==> config.mk <==
export PLATFORM = sky130hd
export DESIGN_NAME = button_press_classifier
export DESIGN_NICKNAME = d
export VERILOG_FILES = /design/src/rtl/bpc_pkg.sv /design/src/rtl/button_press_classifier.sv /design/src/rtl/bpc_core.sv
export SDC_FILE = /design/constraint.sdc
export NUM_CORES = 1
export LEC_CHECK = 0
export ABC_AREA = 1
export BUFFER_PORTS_ARGS = -buffer_cell sky130_fd_sc_hd__buf_4
export CORE_ASPECT_RATIO = 1.4
export CORE_UTILIZATION = 58
export DETAILED_ROUTE_END_ITERATION = 10
export PLACE_DENSITY_LB_ADDON = 0.1
export SYNTH_ARGS = -nofsm -noshare
export SYNTH_HDL_FRONTEND = slang
export SYNTH_SLANG_ARGS = --single-unit
==> constraint.sdc <==
create_clock -name clk -period 15.2 [get_ports clk]
set_input_delay 0.76 -clock clk [delete_from_list [all_inputs] [get_ports clk]]
set_output_delay 0.76 -clock clk [all_outputs]
set_load 0.1 [all_outputs]
==> src/rtl/bpc_pkg.sv <==
package bpc_pkg;

  localparam int TIME_BITS_DEF = 32;

  localparam int CFG_INDEX_BITS = 2;
  localparam int CFG_DATA_BITS  = 16;
  localparam int DUR_BITS       = 32;
  localparam int BUTTON_BITS    = 6;

  typedef enum logic [CFG_INDEX_BITS-1:0] {
    CFG_LONG_PRESS_TICKS = 2'd0,
    CFG_DEBOUNCE_TICKS   = 2'd1,
    CFG_MIN_PRESS_TICKS  = 2'd2,
    CFG_BUTTON_NUMBER    = 2'd3
  } cfg_index_t;

  typedef enum logic [1:0] {
    EV_SHORT   = 2'd0,
    EV_LONG    = 2'd1,
    EV_LONG_UP = 2'd2
  } event_kind_t;

  localparam logic [15:0] LONG_PRESS_RESET = 16'd1500;
  localparam logic [15:0] DEBOUNCE_RESET   = 16'd50;
  localparam logic [15:0] MIN_PRESS_RESET  = 16'd50;
  localparam logic [BUTTON_BITS-1:0] BUTTON_RESET = '0;

  typedef struct packed {
    logic [BUTTON_BITS-1:0] source_button;
    logic [DUR_BITS-1:0]    duration;
    event_kind_t            event_kind;
  } result_t;

  typedef struct packed {
    logic is_down;
    logic hold_running;
    logic settled;
    logic lockout_busy;
  } status_t;

endpackage

==> src/rtl/button_press_classifier.sv <==
// Button press classifier. Each input transfer is a time tick (s_tuser = 0) or
// a pin level change (s_tuser = 1, s_tdata[0] = 1 for pressed). Holding the
// button for long_press_ticks raises a long-press event; a release raises a
// short-press or long-press-released event with the held duration and then
// ignores pin changes for debounce_ticks ticks (at least one). Events shorter
// than min_press_ticks are dropped. One input transfer is taken every cycle
// while s_tready is high; its result, if any, goes to the output register
// that drives the master side. When the master side stalls, one further
// result is held in a skid register and s_tready drops until it drains. Config
// writes (cfg_index / cfg_data, always ready) are meant for idle periods only.
module button_press_classifier import bpc_pkg::*; #(
  parameter int TIME_BITS = TIME_BITS_DEF
) (
  input  logic                      clk,
  input  logic                      rst,
  // input stream
  input  logic                      s_tvalid,
  output logic                      s_tready,
  input  logic [7:0]                s_tdata,   // [0] pressed, [7:1] zero
  input  logic                      s_tuser,   // [0] action
  // result stream
  output logic                      m_tvalid,
  input  logic                      m_tready,
  output logic [39:0]               m_tdata,   // [31:0] duration, [37:32] source_button
  output logic [1:0]                m_tuser,   // [1:0] event_kind
  // configuration writes
  input  logic                      cfg_valid,
  output logic                      cfg_ready,
  input  logic [CFG_INDEX_BITS-1:0] cfg_index,
  input  logic [CFG_DATA_BITS-1:0]  cfg_data
);

  logic    accept;
  logic    res_valid;
  result_t res;
  status_t status;

  logic    out_valid;
  result_t out_reg;
  logic    skid_valid;
  result_t skid_reg;
  logic    out_free;

  assign cfg_ready = 1'b1;
  assign s_tready  = !skid_valid;
  assign accept    = s_tvalid && s_tready;

  bpc_core #(
    .TIME_BITS (TIME_BITS)
  ) u_core (
    .clk       (clk),
    .rst       (rst),
    .cfg_we    (cfg_valid && cfg_ready),
    .cfg_index (cfg_index_t'(cfg_index)),
    .cfg_data  (cfg_data),
    .accept    (accept),
    .action    (s_tuser),
    .pressed   (s_tdata[0]),
    .res_valid (res_valid),
    .res       (res),
    .status    (status)
  );

  // output register is free when empty or being taken this cycle
  assign out_free = !out_valid || m_tready;

  always_ff @(posedge clk) begin
    if (rst) begin
      out_valid  <= 1'b0;
      skid_valid <= 1'b0;
    end else if (out_free) begin
      // skid full means no input was accepted, so no new result competes
      if (skid_valid) begin
        out_valid  <= 1'b1;
        skid_valid <= 1'b0;
      end else begin
        out_valid <= res_valid;
      end
    end else if (res_valid) begin
      skid_valid <= 1'b1;
    end
  end

  always_ff @(posedge clk) begin
    if (out_free) begin
      out_reg <= skid_valid ? skid_reg : res;
    end else if (res_valid) begin
      skid_reg <= res;
    end
  end

  assign m_tvalid = out_valid;
  assign m_tdata  = {2'b00, out_reg.source_button, out_reg.duration};
  assign m_tuser  = out_reg.event_kind;

  // skid only fills behind a stalled output register
  a_skid_behind_out: assert property (@(posedge clk) disable iff (rst)
    skid_valid |-> out_valid)
    else $error("skid register full while output register empty");

  // a new result never arrives while the skid register is occupied
  a_no_overrun: assert property (@(posedge clk) disable iff (rst)
    res_valid |-> !skid_valid)
    else $error("result produced with skid register full");

  // lockout running means pin changes are still being ignored
  a_lockout_unsettled: assert property (@(posedge clk) disable iff (rst)
    status.lockout_busy |-> !status.settled)
    else $error("lockout running while settled");

  // hold timer only runs during a press
  a_hold_while_down: assert property (@(posedge clk) disable iff (rst)
    status.hold_running |-> status.is_down)
    else $error("hold timer running with button up");

endmodule

==> src/rtl/bpc_core.sv <==
module bpc_core import bpc_pkg::*; #(
  parameter int TIME_BITS = TIME_BITS_DEF
) (
  input  logic                      clk,
  input  logic                      rst,
  input  logic                      cfg_we,
  input  cfg_index_t                cfg_index,
  input  logic [CFG_DATA_BITS-1:0]  cfg_data,
  input  logic                      accept,
  input  logic                      action,
  input  logic                      pressed,
  output logic                      res_valid,
  output result_t                   res,
  output status_t                   status
);

  logic [15:0]            long_press_ticks;
  logic [15:0]            debounce_ticks;
  logic [15:0]            min_press_ticks;
  logic [BUTTON_BITS-1:0] button_number;

  logic [TIME_BITS-1:0] time_now, time_now_next;
  logic [TIME_BITS-1:0] press_start, press_start_next;
  logic                 is_down, is_down_next;
  logic                 hold_running, hold_running_next;
  logic                 long_seen, long_seen_next;
  logic                 settled, settled_next;
  logic [15:0]          lockout_count, lockout_count_next;

  logic [TIME_BITS-1:0] time_inc;
  logic [TIME_BITS-1:0] dt;
  logic                 fire;
  event_kind_t          kind;
  logic [DUR_BITS-1:0]  dur;

  always_ff @(posedge clk) begin
    if (rst) begin
      long_press_ticks <= LONG_PRESS_RESET;
      debounce_ticks   <= DEBOUNCE_RESET;
      min_press_ticks  <= MIN_PRESS_RESET;
      button_number    <= BUTTON_RESET;
    end else if (cfg_we) begin
      unique case (cfg_index)
        CFG_LONG_PRESS_TICKS: long_press_ticks <= cfg_data;
        CFG_DEBOUNCE_TICKS:   debounce_ticks   <= cfg_data;
        CFG_MIN_PRESS_TICKS:  min_press_ticks  <= cfg_data;
        CFG_BUTTON_NUMBER:    button_number    <= cfg_data[BUTTON_BITS-1:0];
      endcase
    end
  end

  assign time_inc = time_now + TIME_BITS'(1);
  // a tick measures against the advanced time, a release against the current one
  assign dt = (action ? time_now : time_inc) - press_start;

  generate
    if (TIME_BITS >= DUR_BITS) begin : g_cut
      assign dur = dt[DUR_BITS-1:0];
    end else begin : g_ext
      assign dur = {{(DUR_BITS-TIME_BITS){1'b0}}, dt};
    end
  endgenerate

  always_comb begin
    time_now_next      = time_now;
    press_start_next   = press_start;
    is_down_next       = is_down;
    hold_running_next  = hold_running;
    long_seen_next     = long_seen;
    settled_next       = settled;
    lockout_count_next = lockout_count;
    fire               = 1'b0;
    kind               = EV_SHORT;
    if (accept) begin
      if (!action) begin
        time_now_next = time_inc;
        if (lockout_count != 16'd0) begin
          lockout_count_next = lockout_count - 16'd1;
          if (lockout_count == 16'd1) begin
            settled_next = 1'b1;
          end
        end
        if (hold_running && is_down &&
            dt >= {{(TIME_BITS-16){1'b0}}, long_press_ticks}) begin
          hold_running_next = 1'b0;
          long_seen_next    = 1'b1;
          fire              = 1'b1;
          kind              = EV_LONG;
        end
      end else if (settled) begin
        if (pressed) begin
          if (!is_down && !hold_running) begin
            is_down_next      = 1'b1;
            press_start_next  = time_now;
            hold_running_next = 1'b1;
          end
        end else if (is_down) begin
          fire               = 1'b1;
          if (long_seen) begin
            kind = EV_LONG_UP;
          end
          is_down_next       = 1'b0;
          hold_running_next  = 1'b0;
          long_seen_next     = 1'b0;
          settled_next       = 1'b0;
          lockout_count_next = (debounce_ticks == 16'd0) ? 16'd1 : debounce_ticks;
        end
      end
    end
  end

  always_ff @(posedge clk) begin
    if (rst) begin
      time_now      <= '0;
      press_start   <= '0;
      is_down       <= 1'b0;
      hold_running  <= 1'b0;
      long_seen     <= 1'b0;
      settled       <= 1'b1;
      lockout_count <= '0;
    end else begin
      time_now      <= time_now_next;
      press_start   <= press_start_next;
      is_down       <= is_down_next;
      hold_running  <= hold_running_next;
      long_seen     <= long_seen_next;
      settled       <= settled_next;
      lockout_count <= lockout_count_next;
    end
  end

  assign res_valid = fire && !(dt < {{(TIME_BITS-16){1'b0}}, min_press_ticks});
  assign res.event_kind    = kind;
  assign res.duration      = dur;
  assign res.source_button = button_number;

  assign status.is_down      = is_down;
  assign status.hold_running = hold_running;
  assign status.settled      = settled;
  assign status.lockout_busy = (lockout_count != 16'd0);

endmodule

# After elaboration in Yosys (flattened, before gate mapping)
# Index checks and enable logic that the tools add are counted.
totals:
  register_bits: 220
  latch_bits: 0
  ramBits: 0
  mem_bits_ro: 0
  input_bits: 32
  n_memories: 0
op_classes:
  addsub: 3
  n_mul: 0
  n_div: 0
  order_cmp: 2
  eq_ne: 10
  n_shift: 0
  muxes: 39
  bitwise_logic: 1
  n_reduce_logical: 29
op_table:
  columns: ["op", "count"]
  rows:
  - ["16-bit two-way mux", 6]
  - ["40-bit two-way mux", 1]
  - ["32-bit by 1-bit adder with 32-bit output (second input constant)", 1]
  - ["32-bit by 16-bit greater-or-equal comparator with 1-bit output", 1]
  - ["32-bit by 16-bit < comparator with 1-bit output", 1]
  - ["32-bit two-way mux", 1]
  - ["32-bit subtractor", 1]
  - ["1-bit two-way mux", 25]
  - ["5-bit AND reduction", 4]
  - ["16-bit by 1-bit equality test with 1-bit output (second input constant)", 1]
  - ["16-bit logical NOT", 1]
  - ["16-bit nonzero test", 1]
  - ["16-bit by 1-bit subtractor with 16-bit output (second input constant)", 1]
  - ["2-bit two-way mux", 6]
  - ["2-bit AND reduction", 5]
  - ["2-bit by 1-bit inequality test with 1-bit output (second input constant)", 3]
  - ["3-bit by 2-bit inequality test with 1-bit output (second input constant)", 2]
  - ["2-bit nonzero test", 3]
  - ["1-bit logical AND", 5]
  - ["1-bit logical NOT", 5]
  - ["2-bit equality test (second input constant)", 2]
  - ["4-bit AND reduction", 1]
  - ["3-bit AND reduction", 1]
  - ["2-bit by 1-bit equality test with 1-bit output (second input constant)", 1]
  - ["other kinds (5)", 5]

# Depth between registers and ports, before layout
depth:
  word_depth: 10
  ltp_mapped: 31
  ltp_nobuf: 31

# Modules after synthesis
# Synthesis repeated with hierarchy kept, for this count alone.
hier_totals:
  hier_cells: 1708
  hier_area_um2: 12577.1
modules_own_cells:
  columns: ["mod", "instances", "cells_per_inst", "area_per_inst_um2", "seq_area_each_um2"]
  rows:
  - ["bpc_core", 1, 1479, 9507.9, 2762.6]
  - ["button_press_classifier", 1, 229, 3069.2, 2442.3]

# Least setup slack after synthesis
# OpenSTA, ideal clock, no wires.
synth_path:
  path_kind: "input-to-reg"
  startpoint: "in s_tuser"
  endpoint: "reg skid_reg[0] in the netlist's numbering, enable pin"
  arrival_ns: 5.180
  required_time_ns: 14.763
  path_slack_ns: 9.582
  stages: 24
  n_path_buf: 1
  path_cell_list: "buf_2 > inv_2 > nand2_1 > nor3_2 > nand2_1 > xor2_1 > ha_1 > nand2_1 > inv_2 > nand2_1 > nand2_1 > nand3b_1 > xor2_1 > ha_1 > a21oi_1 > nor3_1 > a211oi_1 > nand2_1 > a21oi_1 > nand4_1 > nand2_2 > nand2_2 > nand2_2 > nor2_1"
synth_lines:
  columns: ["element", "line", "source"]
  rows:
  - ["from (decl)", "button_press_classifier.sv:20", "input logic s_tuser,"]
  - ["to (signal assigned)", "button_press_classifier.sv:88", "skid_reg <= res;"]
  - ["to (decl)", "button_press_classifier.sv:41", "result_t skid_reg;"]

==> impl_metrics.py <==
metrics = {
    "run_status": {
        "status": "finished with violations",
        "violations": "design-rule violations",
    },
    "floorplan": {
        "start_util": 0.596,
        "io_pins": 77,
        "die_h_um": 175,
        "die_w_um": 125,
        "die-area_um2": 21900,
        "std_cell_rows": 62,
        "core_um2": 20700,
    },
    "timing": {
        "clock_skew_ns": 0.0192,
        "setup_ws_ns": 9.43,
        "setup_violations": 0,
        "rsz0062_at_grt": "no",
        "finalMaxSlewViolations": 0,
        "timing.fmax_ghz": 0.173,
        "relSlewSlack": 0.261,
        "period_minus_slack_ns": 5.77,
        "worst-slew-pin-transition_ns": 1.11,
        "hold_violations": 0,
        "tns_ns": 0,
        "min_period_over_period": 0.379,
    },
    "hold_path": {
        "hold_depth": 0,
        "worstHoldEndpoint": "skid_reg[35]",
        "hp-class": "flop to flop",
        "hp-start": "u_core.button_number[1]",
    },
    "clock_tree": {
        "clk_latency_ns": 0.52,
        "hold_buffers": 0,
        "cts_resized": 0,
        "cts_buffers": 22,
        "cts_tree": "done",
        "post-cts-setup-buffer-count": 0,
        "clock-sinks": 220,
        "root_buffer": "clkbuf_16",
        "cts_max_level": 1,
        "clkTransAtPathRegs_ns": 0.07,
        "ctsLongestPathBuffers": 3,
    },
    "critical_path": {
        "cp_max_fo": 40,
        "critPathRequiredTime_ns": 15.33,
        "crit-reg2reg-launch": "u_core.time_now[0]",
        "cp.arrival_ns": 5.89,
        "rr_worst_depth": 24,
        "cpPeakStageDelay_ns": 0.85,
        "r2r_end": "skid_reg[26]",
        "path_class": "primary input to flop",
        "startpoint_type": "primary input",
        "crit_chain": "buf_4 -> inv_2 -> nand2_1 -> nor3_2 -> nand2_1 -> xor2_1 -> ha_1 -> nand2_1 -> inv_2 -> nand2_1 -> nand2_1 -> nand3b_1 -> xor2_1 -> ha_1 -> a21oi_1 -> nor3_1 -> a211oi_1 -> nand2_1 -> a21oi_1 -> nand4_1 -> nand2_2 -> nand2_2 -> nand2_2 -> nor2_4",
        "crit_path_end_kind": "flop",
        "r2r_slack_ns": 9.64,
        "crit_buf_inv": 3,
        "cpMostUsedCell": "nand2_1",
        "cp_top_family": "simple AND/OR/NAND/NOR gates",
        "cpMaxStageDelayCell": "nor2_4",
    },
    "yosys": {
        "synthArstFlopShare": 0,
        "netlist_top_cells_area": "dfxtp_1, edfxtp_1, nand2_1",
        "ys_seq_area_frac": 0.422,
        "synth_area_per_cell_um2": 7.31,
        "ys_ff_latch": 220,
        "syn_inst": 1689,
        "synth_top_area_cell": "dfxtp_1",
        "synth-edff-count": 80,
        "ys.flop_type": "dfxtp_1",
        "synth_top_area_frac": 0.227,
        "syn_area_um2": 12300,
        "ys_warn_count": 0,
        "synth.distinct_cells": 42,
    },
    "cells_and_area": {
        "final.fill_count": 1885,
        "antenna_cells": 0,
        "syn_to_final_growth_pct": 10.7,
        "drive_gt1_frac": 0.0887,
        "final_common_cell": "nand2_1",
        "largest_reg_flops": 40,
        "final_nets": 1831,
        "final_cell_mix": "nand2_1, inv_1, o21ai_0",
        "multiInputGateArea_um2": 5900,
        "fin_cells": 2004,
        "regArea_um2": 5200,
        "utilization": 0.659,
    },
    "global_route": {
        "grt_pass1_wl_um": 47500,
        "grt_pass1_vias": 9900,
        "grt_max_degree": 80,
        "antenna_found_initial": 0,
        "grt_overflow": 0,
        "grtUsageTotal": 0.269,
    },
    "route": {
        "drt-pass1-iter-count": 10,
        "wl_um": 28700,
        "drt_iter0_drc": 610,
        "ant_nets": 0,
        "vias": 10600,
        "wire_per_inst_um": 14.3,
        "route.detailed.drc": 6,
        "viasPerCell": 5.28,
    },
    "power_and_ir_drop": {
        "powerDensity_nw_per_um2": 139,
        "irDropWorstVdd_uv": 120,
        "p_sw_mw": 0.773,
        "clockPowerShare": 0.263,
        "swShare": 0.407,
        "p_comb_frac": 0.366,
        "p_int_mw": 1.12,
        "p_seq_frac": 0.371,
        "leakage_nw": 6.41,
    },
    "placement": {
        "gp_congestion": 0.981,
        "hpwl_um": 21600,
        "pre_cts_ws_ns": 8.95,
        "dp_cells": 1965,
        "portBuffers": 66,
    },
    "run": {
        "drv_cap": 0,
    },
}
kinds of logic (layout without fill, tap and decap cells):
kind of cell / Yosys count / in the layout / synth area share
and+or+nand+nor: 703 / 703 / 0.238
buffers and inverters: 327 / 385 / 0.101
AOI/OAI and AO/OA: 322 / 322 / 0.136
DFF: 220 / 220 / 0.422
adders and majority gates: 66 / 66 / 0.0675
xor gates and xnor gates: 49 / 49 / 0.0348
other: 2 / 3 / 0.000609
layer usage:
metal | track usage | part of all wire
met3 | 0.0269 | 0.041
met5 | 0 | 0
met1 | 0.346 | 0.46
met2 | 0.459 | 0.46
met4 | 0.115 | 0.037
metrics by stage:
step	power, mW	instance area, um^2	hold WS [ns]
3_3_place_gp	1.39	13000	0.409
6_report	1.90	13700	0.431
2_1_floorplan	1.25	12300	0.408
3_5_place_dp	1.41	13000	0.417
4_1_cts	1.91	13700	0.434
5_1_grt	2.00	13700	0.440
synth_stat cells (2+ instances only):
| cell type | number |
|---|---|
| clkbuf_1 | 45 |
| a211oi_1 | 4 |
| edfxtp_1 | 80 |
| nand3_1 | 43 |
| ha_1 | 65 |
| nor2_2 | 9 |
| conb_1 | 2 |
| nor2_1 | 153 |
| nand2_1 | 419 |
| a31oi_1 | 11 |
| buf_2 | 4 |
| nand4_1 | 17 |
| inv_2 | 14 |
| buf_1 | 3 |
| xor2_1 | 43 |
| inv_1 | 257 |
| o211ai_1 | 11 |
| nor3_1 | 16 |
| buf_4 | 3 |
| xnor2_1 | 6 |
| dfxtp_1 | 140 |
| o21ai_0 | 157 |
| nor4_1 | 7 |
| nand3_2 | 4 |
| and2_1 | 5 |
| nor2_4 | 2 |
| a21oi_1 | 132 |
| nand3b_1 | 9 |
| o21a_1 | 2 |
| nand2_2 | 14 |
worst register-to-register path, cell delays in order (launching register included):
cell and delay (ns):
dfxtp_1 0.45, ha_1 0.22, nand3_1 0.15, nor3_1 0.18, inv_1 0.08, nor2_1 0.15, xor2_1 0.29, ha_1 0.35
nand2_1 0.18, inv_2 0.04, nand2_1 0.06, nand2_1 0.07, nand3b_1 0.27, xor2_1 0.55, ha_1 0.23, a21oi_1 0.07
nor3_1 0.15, a211oi_1 0.06, nand2_1 0.10, a21oi_1 0.08, nand4_1 0.23, nand2_2 0.13, nand2_2 0.09, nand2_2 0.13
nor2_4 0.86
power by group through the flow:
stage | logic, mW | clock network (mW) | registers, mW
finish | 0.694 | 0.500 | 0.704
global route | 0.755 | 0.538 | 0.708
CTS | 0.692 | 0.510 | 0.704
detailed placement | 0.689 | 0 | 0.717
global placement | 0.676 | 0 | 0.714
floorplan | 0.303 | 0 | 0.950
worst max-delay path by stage:
stage                     cells past startpoint           end     from  slack (ns)
final                                        24  skid_reg[26]  s_tuser        9.43
after detailed placement                     24  skid_reg[27]  s_tuser        8.95
after floorplan                              24   skid_reg[0]  s_tuser        9.58
after global placement                       24  skid_reg[23]  s_tuser        9.07
after global routing                         26  skid_reg[27]  s_tuser        8.99
after CTS                                    24  skid_reg[26]  s_tuser        9.42
layout make-up:
cell class / count / area share
Tap cell: 256 / 0.0235
Clock buffer: 27 / 0.0417
Timing Repair Buffer: 74 / 0.0407
Sequential cell: 220 / 0.381
Multi-Input combinational cell: 1143 / 0.432
Inverter: 272 / 0.0748
Clock inverter: 12 / 0.00614
Power figures use the tool's default switching activity.
